[config.mk]
export PLATFORM = sky130hd
export DESIGN_NAME = slic_ring_hook_controller_core
export DESIGN_NICKNAME = d
export VERILOG_FILES = /design/src/rtl/slic_rhc_pkg.sv /design/src/rtl/slic_rhc_cfg_regs.sv /design/src/rtl/slic_rhc_step.sv /design/src/rtl/slic_ring_hook_controller_core.sv
export SDC_FILE = /design/constraint.sdc
export NUM_CORES = 1
export LEC_CHECK = 0
export ABC_AREA = 1
export BUFFER_PORTS_ARGS = -buffer_cell sky130_fd_sc_hd__buf_2
export CAP_MARGIN = 25
export CORE_MARGIN = 5
export CORE_UTILIZATION = 51
export CTS_BUF_LIST = sky130_fd_sc_hd__clkbuf_16
export DETAILED_ROUTE_END_ITERATION = 8
export PLACE_DENSITY = 0.69
export SYNTH_ARGS = -nofsm -noshare
export SYNTH_HDL_FRONTEND = slang
export SYNTH_SLANG_ARGS = --single-unit
[constraint.sdc]
create_clock -name clk -period 4.5 [get_ports clk]
set_input_delay 1.35 -clock clk [delete_from_list [all_inputs] [get_ports clk]]
set_output_delay 1.35 -clock clk [all_outputs]
set_load 0.02 [all_outputs]
[src/rtl/slic_rhc_pkg.sv]
// ----------------------------------------------------------------------------
// slic_rhc_pkg: shared types and constants of the ring and hook controller
// Transaction payloads, configuration layout, line state and opcodes.
// ----------------------------------------------------------------------------
`default_nettype none

package slic_rhc_pkg;

	// Configuration port geometry.
	localparam int CFG_INDEX_W = 3;
	localparam int CFG_DATA_W  = 12;

	// Configuration register indexes.
	localparam logic [CFG_INDEX_W-1:0] CFG_RING_HALF_PERIOD = 3'd0;
	localparam logic [CFG_INDEX_W-1:0] CFG_RING_ON_STEPS    = 3'd1;
	localparam logic [CFG_INDEX_W-1:0] CFG_RING_PAUSE_STEPS = 3'd2;
	localparam logic [CFG_INDEX_W-1:0] CFG_POWER_UP         = 3'd3;
	localparam logic [CFG_INDEX_W-1:0] CFG_ONHOOK_RETRY     = 3'd4;
	localparam logic [CFG_INDEX_W-1:0] CFG_OFFHOOK_POLL     = 3'd5;

	// Reset values of the configuration registers.
	localparam logic [7:0]  RST_RING_HALF_PERIOD = 8'd25;
	localparam logic [6:0]  RST_RING_ON_STEPS    = 7'd30;
	localparam logic [6:0]  RST_RING_PAUSE_STEPS = 7'd50;
	localparam logic [11:0] RST_POWER_UP         = 12'd100;
	localparam logic [11:0] RST_ONHOOK_RETRY     = 12'd1000;
	localparam logic [11:0] RST_OFFHOOK_POLL     = 12'd50;

	// Input opcodes.
	localparam logic [1:0] OP_TICK   = 2'd0;
	localparam logic [1:0] OP_RING   = 2'd1;
	localparam logic [1:0] OP_CANCEL = 2'd2;

	// Ring step value that a cancel leaves behind.
	localparam logic [7:0] RING_STEP_CANCEL = 8'hFF;

	// Line mode, also reported as line status.
	typedef enum logic [1:0] {
		MODE_ONHOOK  = 2'd0,
		MODE_OFFHOOK = 2'd1,
		MODE_RINGING = 2'd2
	} line_mode_t;

	typedef struct packed {
		logic [1:0] opcode;
		logic [7:0] ring_count;
		logic       hook_off;
	} in_item_t;

	typedef struct packed {
		logic       power_on;
		logic       ring_mode;
		logic       ring_forward;
		logic [1:0] line_status;
		logic       ring_accepted;
	} result_t;

	typedef struct packed {
		logic [7:0]  ring_half_period_ms;
		logic [6:0]  ring_on_steps;
		logic [6:0]  ring_pause_steps;
		logic [11:0] power_up_ms;
		logic [11:0] onhook_retry_ms;
		logic [11:0] offhook_poll_ms;
	} cfg_t;

	typedef struct packed {
		line_mode_t  line_mode;
		logic [11:0] wait_left;
		logic        onhook_phase;
		logic [7:0]  ring_step;
		logic [7:0]  bursts_left;
		logic        power;
		logic        ring_mode;
		logic        polarity;
	} line_state_t;

endpackage

`default_nettype wire

[src/rtl/slic_rhc_cfg_regs.sv]
// ----------------------------------------------------------------------------
// slic_rhc_cfg_regs: configuration register file
// Holds the six timing registers, written through a plain write port.
// ----------------------------------------------------------------------------
`default_nettype none

module slic_rhc_cfg_regs (
	input  wire                                 clk,
	input  wire                                 arst_n,
	input  wire                                 wr_en,
	input  wire [slic_rhc_pkg::CFG_INDEX_W-1:0] index,
	input  wire [slic_rhc_pkg::CFG_DATA_W-1:0]  data,
	output slic_rhc_pkg::cfg_t                  cfg
);

	slic_rhc_pkg::cfg_t cfg_q;

	// Each write lands in the register selected by the index; others are ignored.
	always_ff @(posedge clk or negedge arst_n) begin
		if (!arst_n) begin
			cfg_q.ring_half_period_ms <= slic_rhc_pkg::RST_RING_HALF_PERIOD;
			cfg_q.ring_on_steps       <= slic_rhc_pkg::RST_RING_ON_STEPS;
			cfg_q.ring_pause_steps    <= slic_rhc_pkg::RST_RING_PAUSE_STEPS;
			cfg_q.power_up_ms         <= slic_rhc_pkg::RST_POWER_UP;
			cfg_q.onhook_retry_ms     <= slic_rhc_pkg::RST_ONHOOK_RETRY;
			cfg_q.offhook_poll_ms     <= slic_rhc_pkg::RST_OFFHOOK_POLL;
		end else if (wr_en) begin
			unique case (index)
				slic_rhc_pkg::CFG_RING_HALF_PERIOD: cfg_q.ring_half_period_ms <= data[7:0];
				slic_rhc_pkg::CFG_RING_ON_STEPS:    cfg_q.ring_on_steps       <= data[6:0];
				slic_rhc_pkg::CFG_RING_PAUSE_STEPS: cfg_q.ring_pause_steps    <= data[6:0];
				slic_rhc_pkg::CFG_POWER_UP:         cfg_q.power_up_ms         <= data;
				slic_rhc_pkg::CFG_ONHOOK_RETRY:     cfg_q.onhook_retry_ms     <= data;
				slic_rhc_pkg::CFG_OFFHOOK_POLL:     cfg_q.offhook_poll_ms     <= data;
				default: begin
				end
			endcase
		end
	end

	assign cfg = cfg_q;

endmodule

`default_nettype wire

[src/rtl/slic_rhc_step.sv]
// ----------------------------------------------------------------------------
// slic_rhc_step: line state update for one transaction
// Combinational next state and result for a tick, ring request or cancel.
// ----------------------------------------------------------------------------
`default_nettype none

module slic_rhc_step (
	input  wire slic_rhc_pkg::line_state_t state_cur,
	input  wire slic_rhc_pkg::in_item_t    item,
	input  wire slic_rhc_pkg::cfg_t        cfg,
	output slic_rhc_pkg::line_state_t      state_next,
	output slic_rhc_pkg::result_t          result
);

	slic_rhc_pkg::line_state_t s;
	logic        accepted;
	logic        act;
	logic [11:0] wait_dec;
	logic [7:0]  n_on;
	logic [7:0]  burst_len;
	logic [7:0]  step_inc;
	logic        burst_done;
	logic [7:0]  bursts_after;

	// Ring cadence arithmetic, all on 8-bit values.
	assign n_on         = {1'b0, cfg.ring_on_steps};
	assign burst_len    = n_on + {1'b0, cfg.ring_pause_steps};
	assign step_inc     = state_cur.ring_step + 8'd1;
	assign burst_done   = (step_inc >= burst_len);
	assign bursts_after = (burst_done && (state_cur.bursts_left != 8'd0)) ?
		state_cur.bursts_left - 8'd1 : state_cur.bursts_left;

	// The pending wait runs out on this tick when it is zero or reaches zero.
	assign wait_dec = state_cur.wait_left - 12'd1;
	assign act      = (state_cur.wait_left == 12'd0) || (wait_dec == 12'd0);

	always_comb begin
		s        = state_cur;
		accepted = 1'b0;
		case (item.opcode)
			slic_rhc_pkg::OP_TICK: begin
				if (!act) begin
					s.wait_left = wait_dec;
				end else begin
					case (state_cur.line_mode)
						slic_rhc_pkg::MODE_OFFHOOK: begin
							if (!item.hook_off) begin
								s.line_mode    = slic_rhc_pkg::MODE_ONHOOK;
								s.power        = 1'b1;
								s.wait_left    = cfg.power_up_ms;
								s.onhook_phase = 1'b1;
							end else begin
								s.wait_left = cfg.offhook_poll_ms;
							end
						end
						slic_rhc_pkg::MODE_RINGING: begin
							if (item.hook_off) begin
								// Handset lifted during ringing: answer the call.
								s.ring_mode    = 1'b0;
								s.polarity     = 1'b0;
								s.line_mode    = slic_rhc_pkg::MODE_OFFHOOK;
								s.onhook_phase = 1'b0;
								s.wait_left    = cfg.offhook_poll_ms;
							end else begin
								// One ring step: start, toggle or stop the burst.
								if (state_cur.ring_step == 8'd0) begin
									s.ring_mode = 1'b1;
								end else if (state_cur.ring_step < n_on) begin
									s.polarity = ~state_cur.ring_step[0];
								end else if (state_cur.ring_step == n_on) begin
									s.ring_mode = 1'b0;
									s.polarity  = 1'b0;
								end
								s.ring_step   = burst_done ? 8'd0 : step_inc;
								s.bursts_left = bursts_after;
								if (bursts_after == 8'd0) begin
									s.ring_mode    = 1'b0;
									s.polarity     = 1'b0;
									s.line_mode    = slic_rhc_pkg::MODE_ONHOOK;
									s.power        = 1'b1;
									s.wait_left    = cfg.power_up_ms;
									s.onhook_phase = 1'b1;
								end else begin
									s.wait_left = {4'd0, cfg.ring_half_period_ms};
								end
							end
						end
						default: begin
							// On hook: power up, then sample the hook after the wait.
							s.line_mode = slic_rhc_pkg::MODE_ONHOOK;
							if (!state_cur.onhook_phase) begin
								s.power        = 1'b1;
								s.wait_left    = cfg.power_up_ms;
								s.onhook_phase = 1'b1;
							end else if (!item.hook_off) begin
								s.power        = 1'b0;
								s.wait_left    = cfg.onhook_retry_ms;
								s.onhook_phase = 1'b0;
							end else begin
								s.line_mode    = slic_rhc_pkg::MODE_OFFHOOK;
								s.onhook_phase = 1'b0;
								s.wait_left    = cfg.offhook_poll_ms;
							end
						end
					endcase
				end
			end
			slic_rhc_pkg::OP_RING: begin
				// A ring request is taken only on hook and drops any pending wait.
				if (state_cur.line_mode == slic_rhc_pkg::MODE_ONHOOK) begin
					s.power        = 1'b1;
					s.line_mode    = slic_rhc_pkg::MODE_RINGING;
					s.ring_step    = 8'd0;
					s.bursts_left  = (item.ring_count == 8'd0) ? 8'd1 : item.ring_count;
					s.wait_left    = 12'd0;
					s.onhook_phase = 1'b0;
					accepted       = 1'b1;
				end
			end
			slic_rhc_pkg::OP_CANCEL: begin
				// Ringing ends at its next step.
				s.bursts_left = 8'd0;
				s.ring_step   = slic_rhc_pkg::RING_STEP_CANCEL;
			end
			default: begin
			end
		endcase
	end

	assign state_next            = s;
	assign result.power_on       = s.power;
	assign result.ring_mode      = s.ring_mode;
	assign result.ring_forward   = s.polarity;
	assign result.line_status    = s.line_mode;
	assign result.ring_accepted  = accepted;

endmodule

`default_nettype wire

[src/rtl/slic_ring_hook_controller_core.sv]
// ----------------------------------------------------------------------------
// slic_ring_hook_controller_core: ring and hook controller for a line chip
// Runs the timed on-hook, off-hook and ringing sequence one transaction at a
// time and reports the line chip drive after every transaction.
// ----------------------------------------------------------------------------
//  Channel   Signals                            Direction  Moves
//  in        in_valid, in_stall, in_data        input      tick / ring / cancel
//  out       out_valid, out_stall, out_data     output     line drive and status
//  cfg       cfg_wr_en, cfg_index, cfg_data     input      timing registers
//
//  A transaction is registered at the input, processed combinationally and its
//  result registered at the output; one per cycle while the output does not stall.
//  The line state register updates when the input stage moves to the output.
//  A stalled output holds its result; the input stage then stalls in turn.
//  Reset returns to on hook, powered down, with an action due on the next tick.
// ----------------------------------------------------------------------------
`default_nettype none

module slic_ring_hook_controller_core (
	input  wire                                 clk,
	input  wire                                 arst_n,
	input  wire                                 in_valid,
	output logic                                in_stall,
	input  wire slic_rhc_pkg::in_item_t         in_data,
	output logic                                out_valid,
	input  wire                                 out_stall,
	output slic_rhc_pkg::result_t               out_data,
	input  wire                                 cfg_wr_en,
	input  wire [slic_rhc_pkg::CFG_INDEX_W-1:0] cfg_index,
	input  wire [slic_rhc_pkg::CFG_DATA_W-1:0]  cfg_data
);

	slic_rhc_pkg::cfg_t        cfg;
	slic_rhc_pkg::in_item_t    item_s1;
	logic                      valid_s1;
	slic_rhc_pkg::line_state_t state_q;
	slic_rhc_pkg::line_state_t state_next;
	slic_rhc_pkg::result_t     result;
	slic_rhc_pkg::result_t     out_q;
	logic                      out_valid_q;
	logic                      advance;
	logic                      in_take;

	slic_rhc_cfg_regs u_cfg (
		.clk    (clk),
		.arst_n (arst_n),
		.wr_en  (cfg_wr_en),
		.index  (cfg_index),
		.data   (cfg_data),
		.cfg    (cfg)
	);

	slic_rhc_step u_step (
		.state_cur  (state_q),
		.item       (item_s1),
		.cfg        (cfg),
		.state_next (state_next),
		.result     (result)
	);

	// Handshake: the input stage moves on when the output register is free.
	assign advance  = valid_s1 && (!out_valid_q || !out_stall);
	assign in_stall = valid_s1 && !advance;
	assign in_take  = in_valid && !in_stall;

	// Input register.
	always_ff @(posedge clk or negedge arst_n) begin
		if (!arst_n) begin
			valid_s1 <= 1'b0;
		end else if (in_take) begin
			valid_s1 <= 1'b1;
		end else if (advance) begin
			valid_s1 <= 1'b0;
		end
	end

	always_ff @(posedge clk) begin
		if (in_take) begin
			item_s1 <= in_data;
		end
	end

	// Line state register.
	always_ff @(posedge clk or negedge arst_n) begin
		if (!arst_n) begin
			state_q.line_mode    <= slic_rhc_pkg::MODE_ONHOOK;
			state_q.wait_left    <= 12'd0;
			state_q.onhook_phase <= 1'b0;
			state_q.ring_step    <= 8'd0;
			state_q.bursts_left  <= 8'd0;
			state_q.power        <= 1'b0;
			state_q.ring_mode    <= 1'b0;
			state_q.polarity     <= 1'b0;
		end else if (advance) begin
			state_q <= state_next;
		end
	end

	// Result register.
	always_ff @(posedge clk or negedge arst_n) begin
		if (!arst_n) begin
			out_valid_q <= 1'b0;
		end else if (advance) begin
			out_valid_q <= 1'b1;
		end else if (!out_stall) begin
			out_valid_q <= 1'b0;
		end
	end

	always_ff @(posedge clk) begin
		if (advance) begin
			out_q <= result;
		end
	end

	assign out_valid = out_valid_q;
	assign out_data  = out_q;

	// A processed transaction always shows up at the output on the next cycle.
	a_advance_delivers: assert property (@(posedge clk) disable iff (!arst_n)
		advance |=> out_valid_q)
		else $error("processed transaction did not reach the output register");

	// The input side only stalls behind a held result.
	a_stall_cause: assert property (@(posedge clk) disable iff (!arst_n)
		in_stall |-> (valid_s1 && out_valid_q && out_stall))
		else $error("input stalled without a held result");

	// An accepted ring request always leaves the line ringing.
	a_ring_accept: assert property (@(posedge clk) disable iff (!arst_n)
		(out_valid_q && out_q.ring_accepted) |->
		(out_q.line_status == slic_rhc_pkg::MODE_RINGING))
		else $error("accepted ring request without ringing status");

	// Ring mode is driven only on a powered, ringing line.
	a_ring_mode_power: assert property (@(posedge clk) disable iff (!arst_n)
		state_q.ring_mode |->
		(state_q.power && (state_q.line_mode == slic_rhc_pkg::MODE_RINGING)))
		else $error("ring mode active outside powered ringing");

endmodule

`default_nettype wire
==> metrics.md, run 1 <==
| Metric | Value |
|---|---|
| Fmax | 266.8 MHz |
| Worst-Skew Late Latency | 0.36 ns |
| Logic pwr share | 0.579 |
| CP Launch Type | flip-flop |
| Cell Rows | 42 |
| Area of the die | 15940 sq um |
| Most common cell after layout, fill and taps aside | nand2_1 |
| Core footprint | 13240 sq um |
| Most frequent cells in the layout | 263 x nand2_1, 110 x inv_1, 106 x o21ai_0 |
| Antenna cell count | 0 |
| Die width | 126.2 microns |
| Worst Max-Slew Pin Slew | approximately 0.89 ns |
| Post-Layout Inst Area | approximately 7500 sq um |
| Final period util | 0.8329 |
| First-pass GRT wire length | 27.89 mm |
| CTS tree | built |
| Clock Sinks | 111 |
| Cell Pwr Density | 743.9 nW/um^2 |
| Crit-path max FO | 16 |
| Max Cap Viol | 0 |
| Grt ovf | 0 |
| # IOs | 39 |
| CTS Buffer Depth | 2 |
| Reg power frac | 0.277 |
| Drt total wl | approximately 16 mm |
| # DRC | 0 |
| Critical path endpoint category | flip-flop |
| Vias after detailed routing | 5936 |
| Kind of critical path | flip-flop to flip-flop |
| Clk pwr share | 0.144 |
| Worst hold path endpoint | out_valid |
| Synth Register Bits | 111 |
| Root buffer cell | clkbuf_16 |
| Setup slack at placement | around 0.8 ns |
| Min Hold Slack | approximately 0.47 ns |
| GRT Util Overall | 0.2120 |
| CP required | 4.61 ns |
| Initial antenna violation count | 0 |
| Setup Skew | ~0.0082 ns |
| Area grow syn2layout | 8.952% |
| Status | finished, final reports clean |
| Hold path start | valid_s1 |
| Share of flip-flops with an asynchronous set or reset | 0.8468 |
| Worst rel slew slack | 0.4031 |
| Non-Filler Instances | ~1.1k |
| Post-DR vias/cell | 5.333 |
| Initial Util | 0.5203 |
| Die height | between 100 and 150 microns |
| Seq/Total Area, Yosys | 0.4195 |
| Most used cell, CP | nand2_1 |
| Post-CTS Resized | 0 |
| Setup ws final | 0.7520 ns |
| Placed cells | 1097 |
| Post-synth cell types | 49 |
| Tot Pwr | 5.585 mW |
| VDD IR max | 0.0002515 V |
| DRT iter0 DRCs | 501 |
| Worst path arrival time | 3.86 ns |
| Crit-path cells | ha_1, fa_1, a31oi_1, nor2_1, o21ai_0, nand2_1, xnor2_1, ha_1, nand2_1, nor2_1, nor2_2, nand2_4, nand2_1, nand2_1, nand2_1, nand2_2, nor2_8, nand2_4, nand2_2, nand2_1, nand2_1, nand2_1, nand2_1, nand2_1 |
| Util after Layout | 0.5669 |
| Placed inst area | 7213 sq um |
| Hold buffers post-CTS | 0 |
| Final min period | between 3 and 4 ns |
| Mapped Nets | 970 |
| Synthesized area | 6890 sq um |
| Routed WL per cell | roughly 15 microns |
| First-pass iteration count of the detailed router | 7 |
| Antenna viol nets, final | 0 |
| Syn Inst Count | 903 |
| GPL Wtd Cong | 0.9407 |
| # H-tree levels | 3 |
| CP peak stage delay | 0.41 ns |
| R2R setup slack | 0.75 ns |
| P_sw | 2.764 mW |
| HP Class | flip-flop to flip-flop |
| Slew Limit Fails | 0 |
| Critical path origin | u_cfg.cfg[43] |
| R2R depth | 24 |
| Cell Int Power | 2.821 mW |
| Leak | 3.762 nW |
| FF-to-FF Start | u_cfg.cfg[43] |
| Vias in the first global route | 5480 |
| HPWL after DPL | ~12 mm |
| RSZ-0062 raised after global routing | false |
| Share of layout cells above drive strength 1 | 0.1291 |
| # port buffers | 38 |
| CP top delay family | simple AND/OR/NAND/NOR gates |
| Setup_tns | 0 ns |
| Worst reg2reg path endpoint | out_data[2] |
| Avg Cell Area, Syn | 7.631 sq um |
| Switch share | 0.4950 |
| Largest net degree at the start of global routing | 42 |
| Setup bufs post-CTS | 0 |
| CTS clock-pin slew for the worst setup and hold paths | 0.07 ns |
| Final Hold Fails | 0 |
| Hold depth | 2 |
| Most used flip-flop cell after synthesis | dfrtp_1 |
| CTS buffer count | 9 |
| Setup violations, final | 0 |
| Critical path buffers and inverters | 0 |
| EDFF count, synth | 17 |
| NumNets Final | about 1000 |
| Synth warn | 0 |
| Worst path slowest cell | dfrtp_1 |
-- how the worst max path moves through the flow --
| stage | endpoint | cells past startpoint | slack (ns) |
|---|---|---|---|
| 2_1_floorplan | out_data[1] | 24 | 1.11 |
| 3_3_place_gp | out_data[2] | 25 | 0.89 |
| 3_5_place_dp | out_data[2] | 24 | 0.80 |
| 4_1_cts | out_data[2] | 24 | 0.76 |
| 5_1_grt | state_q[33] | 26 | 0.36 |
| 6_report | out_data[2] | 24 | 0.75 |
-- cell usage after synthesis (3+ instances only) --
cell type	instances	area [sq um]
a21boi_0	4	30.03
a21oi_1	46	230.2
a22oi_1	4	30.03
a31oi_1	4	25.02
buf_2	3	15.01
clkbuf_1	17	63.81
dfrtp_1	72	1802
dfstp_2	22	578.1
edfxtp_1	17	510.5
ha_1	35	437.9
inv_1	110	412.9
inv_2	7	26.28
nand2_1	263	987.2
nand2_2	11	68.82
nand2_4	3	33.78
nand3_1	42	210.2
nand3b_1	3	22.52
nand4_1	5	31.28
nor2_1	44	165.2
nor2_2	4	25.02
nor3_1	12	60.06
nor4_1	6	37.54
o211ai_1	4	30.03
o21ai_0	106	530.5
o21ai_1	9	45.04
or2_2	3	18.77
xnor2_1	7	61.31
xor2_1	13	113.9
-- metal layers --
layer / GRT usage / routed length, microns
met1: 0.3275 / 8172
met5: 0 / 0
met3: 0.03768 / 955
met2: 0.3039 / 7004
met4: 0.06120 / 249
-- power by group through the flow --
stage | Combinational, mW | Sequential [mW] | Clock (mW)
3_3_place_gp | 3.15 | 1.55 | 0
3_5_place_dp | 3.19 | 1.55 | 0
4_1_cts | 3.21 | 1.54 | 0.819
5_1_grt | 3.69 | 1.58 | 0.861
6_report | 3.23 | 1.55 | 0.805
2_1_floorplan | 2.60 | 1.49 | 0
-- tightest hold or removal path, stage by stage, from the launching register on --
cell     delay (ns)
dfrtp_1        0.33
inv_1          0.05
nand2_1        0.06
-- registers in the layout, summed over array words and instances (netlist names) --
signal	count
state_q	34
item_s1	11
out_valid	1
u_cfg.cfg	58
out_data	6
valid_s1	1
-- logic make-up (layout without fill, tap and decap cells) --
group | Yosys count | count (layout) | share of synthesized area
AO/OA/AOI/OAI | 187 | 187 | 0.1456
XOR/XNOR | 20 | 20 | 0.02542
adder cells (fa/ha/maj) | 36 | 36 | 0.06646
buffers and inverters | 143 | 177 | 0.08335
flip-flops | 111 | 111 | 0.4195
AND/OR/NAND/NOR | 406 | 406 | 0.2597
-- area by class of cell --
| cell class | count | area [sq um] |
|---|---|---|
| Clock buffer | 9 | 225.2 |
| Inverter | 117 | 439.2 |
| Fill cell | 1269 | 5736 |
| Clock inverter | 7 | 68.82 |
| Tap cell | 176 | 220.2 |
| Sequential cell | 111 | 2890 |
| Multi-Input combinational cell | 649 | 3426 |
| Timing Repair Buffer | 44 | 237.7 |
Note: power is estimated with default switching activity, not from simulation.
==> run 2, diff against run 1 <==
--- a/config.mk
+++ b/config.mk
@@ -12,7 +12,7 @@
 export CORE_UTILIZATION = 51
 export CTS_BUF_LIST = sky130_fd_sc_hd__clkbuf_16
 export DETAILED_ROUTE_END_ITERATION = 8
-export PLACE_DENSITY = 0.69
+export PLACE_DENSITY = 0.71
 export SYNTH_ARGS = -nofsm -noshare
 export SYNTH_HDL_FRONTEND = slang
 export SYNTH_SLANG_ARGS = --single-unit
==> constraint.sdc (replaced) <==
create_clock -name clk -period 3.2 [get_ports clk]
set_input_delay 0.96 -clock clk [delete_from_list [all_inputs] [get_ports clk]]
set_output_delay 0.96 -clock clk [all_outputs]
set_load 0.02 [all_outputs]
==> metrics.md, run 2 (synthesis gave the netlist of run 1 again) <==
| Metric | Value |
|---|---|
| Multi-input logic area | 3804 sq um (was 3426 sq um) |
| Drt total wl | 17.34 mm (was 16.38 mm) |
| Most frequent cells in the layout | 232 x nand2_1, 110 x inv_1, 103 x o21ai_0 (was 263 x nand2_1, 110 x inv_1, 106 x o21ai_0) |
| Most common cell after layout, fill and taps aside | nand2_1 (unchanged) |
| Worst reg2reg path endpoint | out_data[1] (was out_data[2]) |
| GR Layer Usage met2 | 0.3305 (was 0.3039) |
| RSZ-0062 raised after global routing | true (was false) |
| Setup violations, final | 23 (was 0) |
| Worst hold path endpoint | state_q[21] (was out_valid) |
| CP required | 3.33 ns (was 4.61 ns) |
| # H-tree levels | 3 (unchanged) |
| # IOs | 39 (unchanged) |
| Min Hold Slack | 0.4833 ns (was 0.4741 ns) |
| CTS Buffer Depth | 2 (unchanged) |
| Tot Pwr | 9.427 mW (was 5.585 mW) |
| Met3 GRT Util | 0.03091 (was 0.03768) |
| Cell Pwr Density | 1144 nW/um^2 (was 743.9 nW/um^2) |
| Vias after detailed routing | 6177 (was 5936) |
| Routed WL per cell | 15.03 microns (was 14.72 microns) |
| NumNets Final | 1040 (was 999) |
| VDD IR max | 0.0004544 V (was 0.0002515 V) |
| GRT Util Overall | 0.2171 (was 0.2120) |
| Initial Util | 0.5203 (unchanged) |
| Max Cap Viol | 0 (unchanged) |
| GR Layer Usage met1 | 0.3211 (was 0.3275) |
| Status | complete, but fails checks (was finished, final reports clean) |
| Root buffer cell | clkbuf_16 (unchanged) |
| Initial antenna violation count | 0 (unchanged) |
| Clk pwr share | 0.123 (was 0.144) |
| Largest net degree at the start of global routing | 52 (was 42) |
| Share of layout cells above drive strength 1 | 0.2382 (was 0.1291) |
| Fmax | 288.2 MHz (was 266.8 MHz) |
| Area of the die | 15940 sq um (unchanged) |
| Final period util | 1.084 (was 0.8329) |
| # port buffers | 38 (unchanged) |
| Antenna cell count | 0 (unchanged) |
| Final min period | 3.469 ns (was 3.748 ns) |
| Cell Rows | 42 (unchanged) |
| Critical path endpoint category | flip-flop (unchanged) |
| Clock Sinks | 111 (unchanged) |
| # DRC | 0 (unchanged) |
| First-pass GRT wire length | 28.54 mm (was 27.89 mm) |
| HPWL after DPL | 12.22 mm (was 12.06 mm) |
| CP Launch Type | flip-flop (unchanged) |
| P_sw | 4.628 mW (was 2.764 mW) |
| R2R setup slack | -0.27 ns (was 0.75 ns) |
| Reg power frac | 0.229 (was 0.277) |
| DRT iter0 DRCs | 532 (was 501) |
| Worst rel slew slack | 0.4966 (was 0.4031) |
| Util after Layout | 0.6224 (was 0.5669) |
| Leak | 4.022 nW (was 3.762 nW) |
| Grt ovf | 0 (unchanged) |
| Placed cells | 1132 (was 1097) |
| FF+latch area | 2890 sq um (unchanged) |
| FF-to-FF Start | u_cfg.cfg[43] (unchanged) |
| Crit-path max FO | 8 (was 16) |
| Post-DR vias/cell | 5.353 (was 5.333) |
| Core footprint | 13240 sq um (unchanged) |
| CTS buffer count | 9 (unchanged) |
| Die width | 126.2 microns (unchanged) |
| Area grow syn2layout | 19.63% (was 8.952%) |
| Setup Skew | 0.007194 ns (was 0.008228 ns) |
| Vias in the first global route | 5720 (was 5480) |
| Switch share | 0.4910 (was 0.4950) |
| CTS clock-pin slew for the worst setup and hold paths | 0.08 ns (was 0.07 ns) |
| Die height | 126.2 microns (unchanged) |
| R2R depth | 25 (was 24) |
| Final Hold Fails | 0 (unchanged) |
| Filler cell count | 1179 (was 1269) |
| Logic pwr share | 0.648 (was 0.579) |
| Setup ws final | -0.2693 ns (was 0.7520 ns) |
| GPL Wtd Cong | 0.9048 (was 0.9407) |
| Cell Int Power | 4.799 mW (was 2.821 mW) |
| Hold depth | 2 (unchanged) |
| Kind of critical path | flip-flop to flip-flop (unchanged) |
| First-pass iteration count of the detailed router | 7 (unchanged) |
| Hold path start | state_q[21] (was valid_s1) |
| Top Usage Layer GRT | met2 (was met1) |
| Non-Filler Instances | 1154 (was 1113) |
| Worst Max-Slew Pin Slew | 0.7533 ns (was 0.8928 ns) |
| Antenna viol nets, final | 0 (unchanged) |
| Worst path arrival time | 3.60 ns (was 3.86 ns) |
| Slew Limit Fails | 0 (unchanged) |
| Failing checks | setup timing |
| Worst-Skew Late Latency | 0.36 ns (about the same) |
| CTS tree | built (unchanged) |
| HP Class | flip-flop to flip-flop (unchanged) |
| Hold buffers post-CTS | 0 (unchanged) |
| Max reg flops | 58 (unchanged) |
-- run 2: changes by cell type in the layout (fill, tap and decap cells not counted), sizes merged --
cell,previous run,this run
buf,44,84
bufinv,1,0
clkbuf,9,10
clkinv,3,2
inv,120,121
nand2,277,278
-- run 2: worst max path at each step --
stage / startpoint / to / slack (ns) / cells past startpoint
after floorplan: u_cfg.cfg[43] / out_data[1] / -0.06 / 24
after global placement: u_cfg.cfg[45] / state_q[27] / -0.20 / 26
after detailed placement: u_cfg.cfg[43] / state_q[27] / -0.25 / 27
after CTS: u_cfg.cfg[45] / out_data[1] / -0.23 / 24
after global routing: u_cfg.cfg[43] / out_data[1] / -0.52 / 25
final: u_cfg.cfg[43] / out_data[1] / -0.27 / 25
-- run 2: layer usage --
layer | up-vias | wire length, microns
met3 | 27 | 900
met2 | 197 | 7711
met5 | - | 0
met1 | 2877 | 8393
met4 | 0 | 337
li1 | 3076 | -
-- run 2: worst max-delay path, cell delays in order (launching register included) --
cell	delay, ns
dfrtp_1	0.39
ha_2	0.20
fa_2	0.37
a31oi_4	0.15
nor2_1	0.06
o21ai_1	0.11
nand2_1	0.09
xnor2_2	0.13
ha_1	0.29
nand2_2	0.06
nor2_2	0.10
nand2_2	0.12
nand2_4	0.17
nand2_2	0.08
nand2_2	0.07
nand2_2	0.06
inv_2	0.07
nand2_4	0.06
nor2_8	0.17
nand3_2	0.11
nand2_2	0.08
o21ai_2	0.05
nand2_1	0.07
nand2_2	0.07
nand2_1	0.07
nand2_1	0.05
-- run 2: power groups by stage --
stage          Combinational [mW]  Clock, mW  Sequential (mW)
3_5_place_dp                 5.23          0             2.17
4_1_cts                      5.59       1.17             2.15
3_3_place_gp                 5.17          0             2.17
5_1_grt                      6.72       1.22             2.21
2_1_floorplan                3.78          0             2.10
6_report                     6.11       1.16             2.16
-- run 2: area by class of cell --
class,instances,share of cell area
multi-input cells,650,0.4614
clock buffers,10,0.03036
repair buffers,84,0.07180
well taps,176,0.02672
flip-flops and latches,111,0.3506
inverters,117,0.05328
clock inverters,6,0.005768
-- run 2: per-stage QoR --
| step | setup TNS [ns] | area (sq um) | worst slack [ns] |
|---|---|---|---|
| floorplan | -0.1969 | 6970 | -0.05876 |
| global placement | -2.424 | 7606 | -0.2009 |
| detailed placement | -3.602 | 7606 | -0.2482 |
| CTS | -3.758 | 8065 | -0.2302 |
| global route | -10.23 | 8243 | -0.5197 |
| finish | -4.542 | 8243 | -0.2693 |
-- run 2: repair_timing --
item	CTS	global route
buffers inserted	4	1
endpoints found under the hold margin	0	0
resized for setup	31	44
gates cloned	1	0
pin swaps	24	28
setup endpoints to repair	23	37
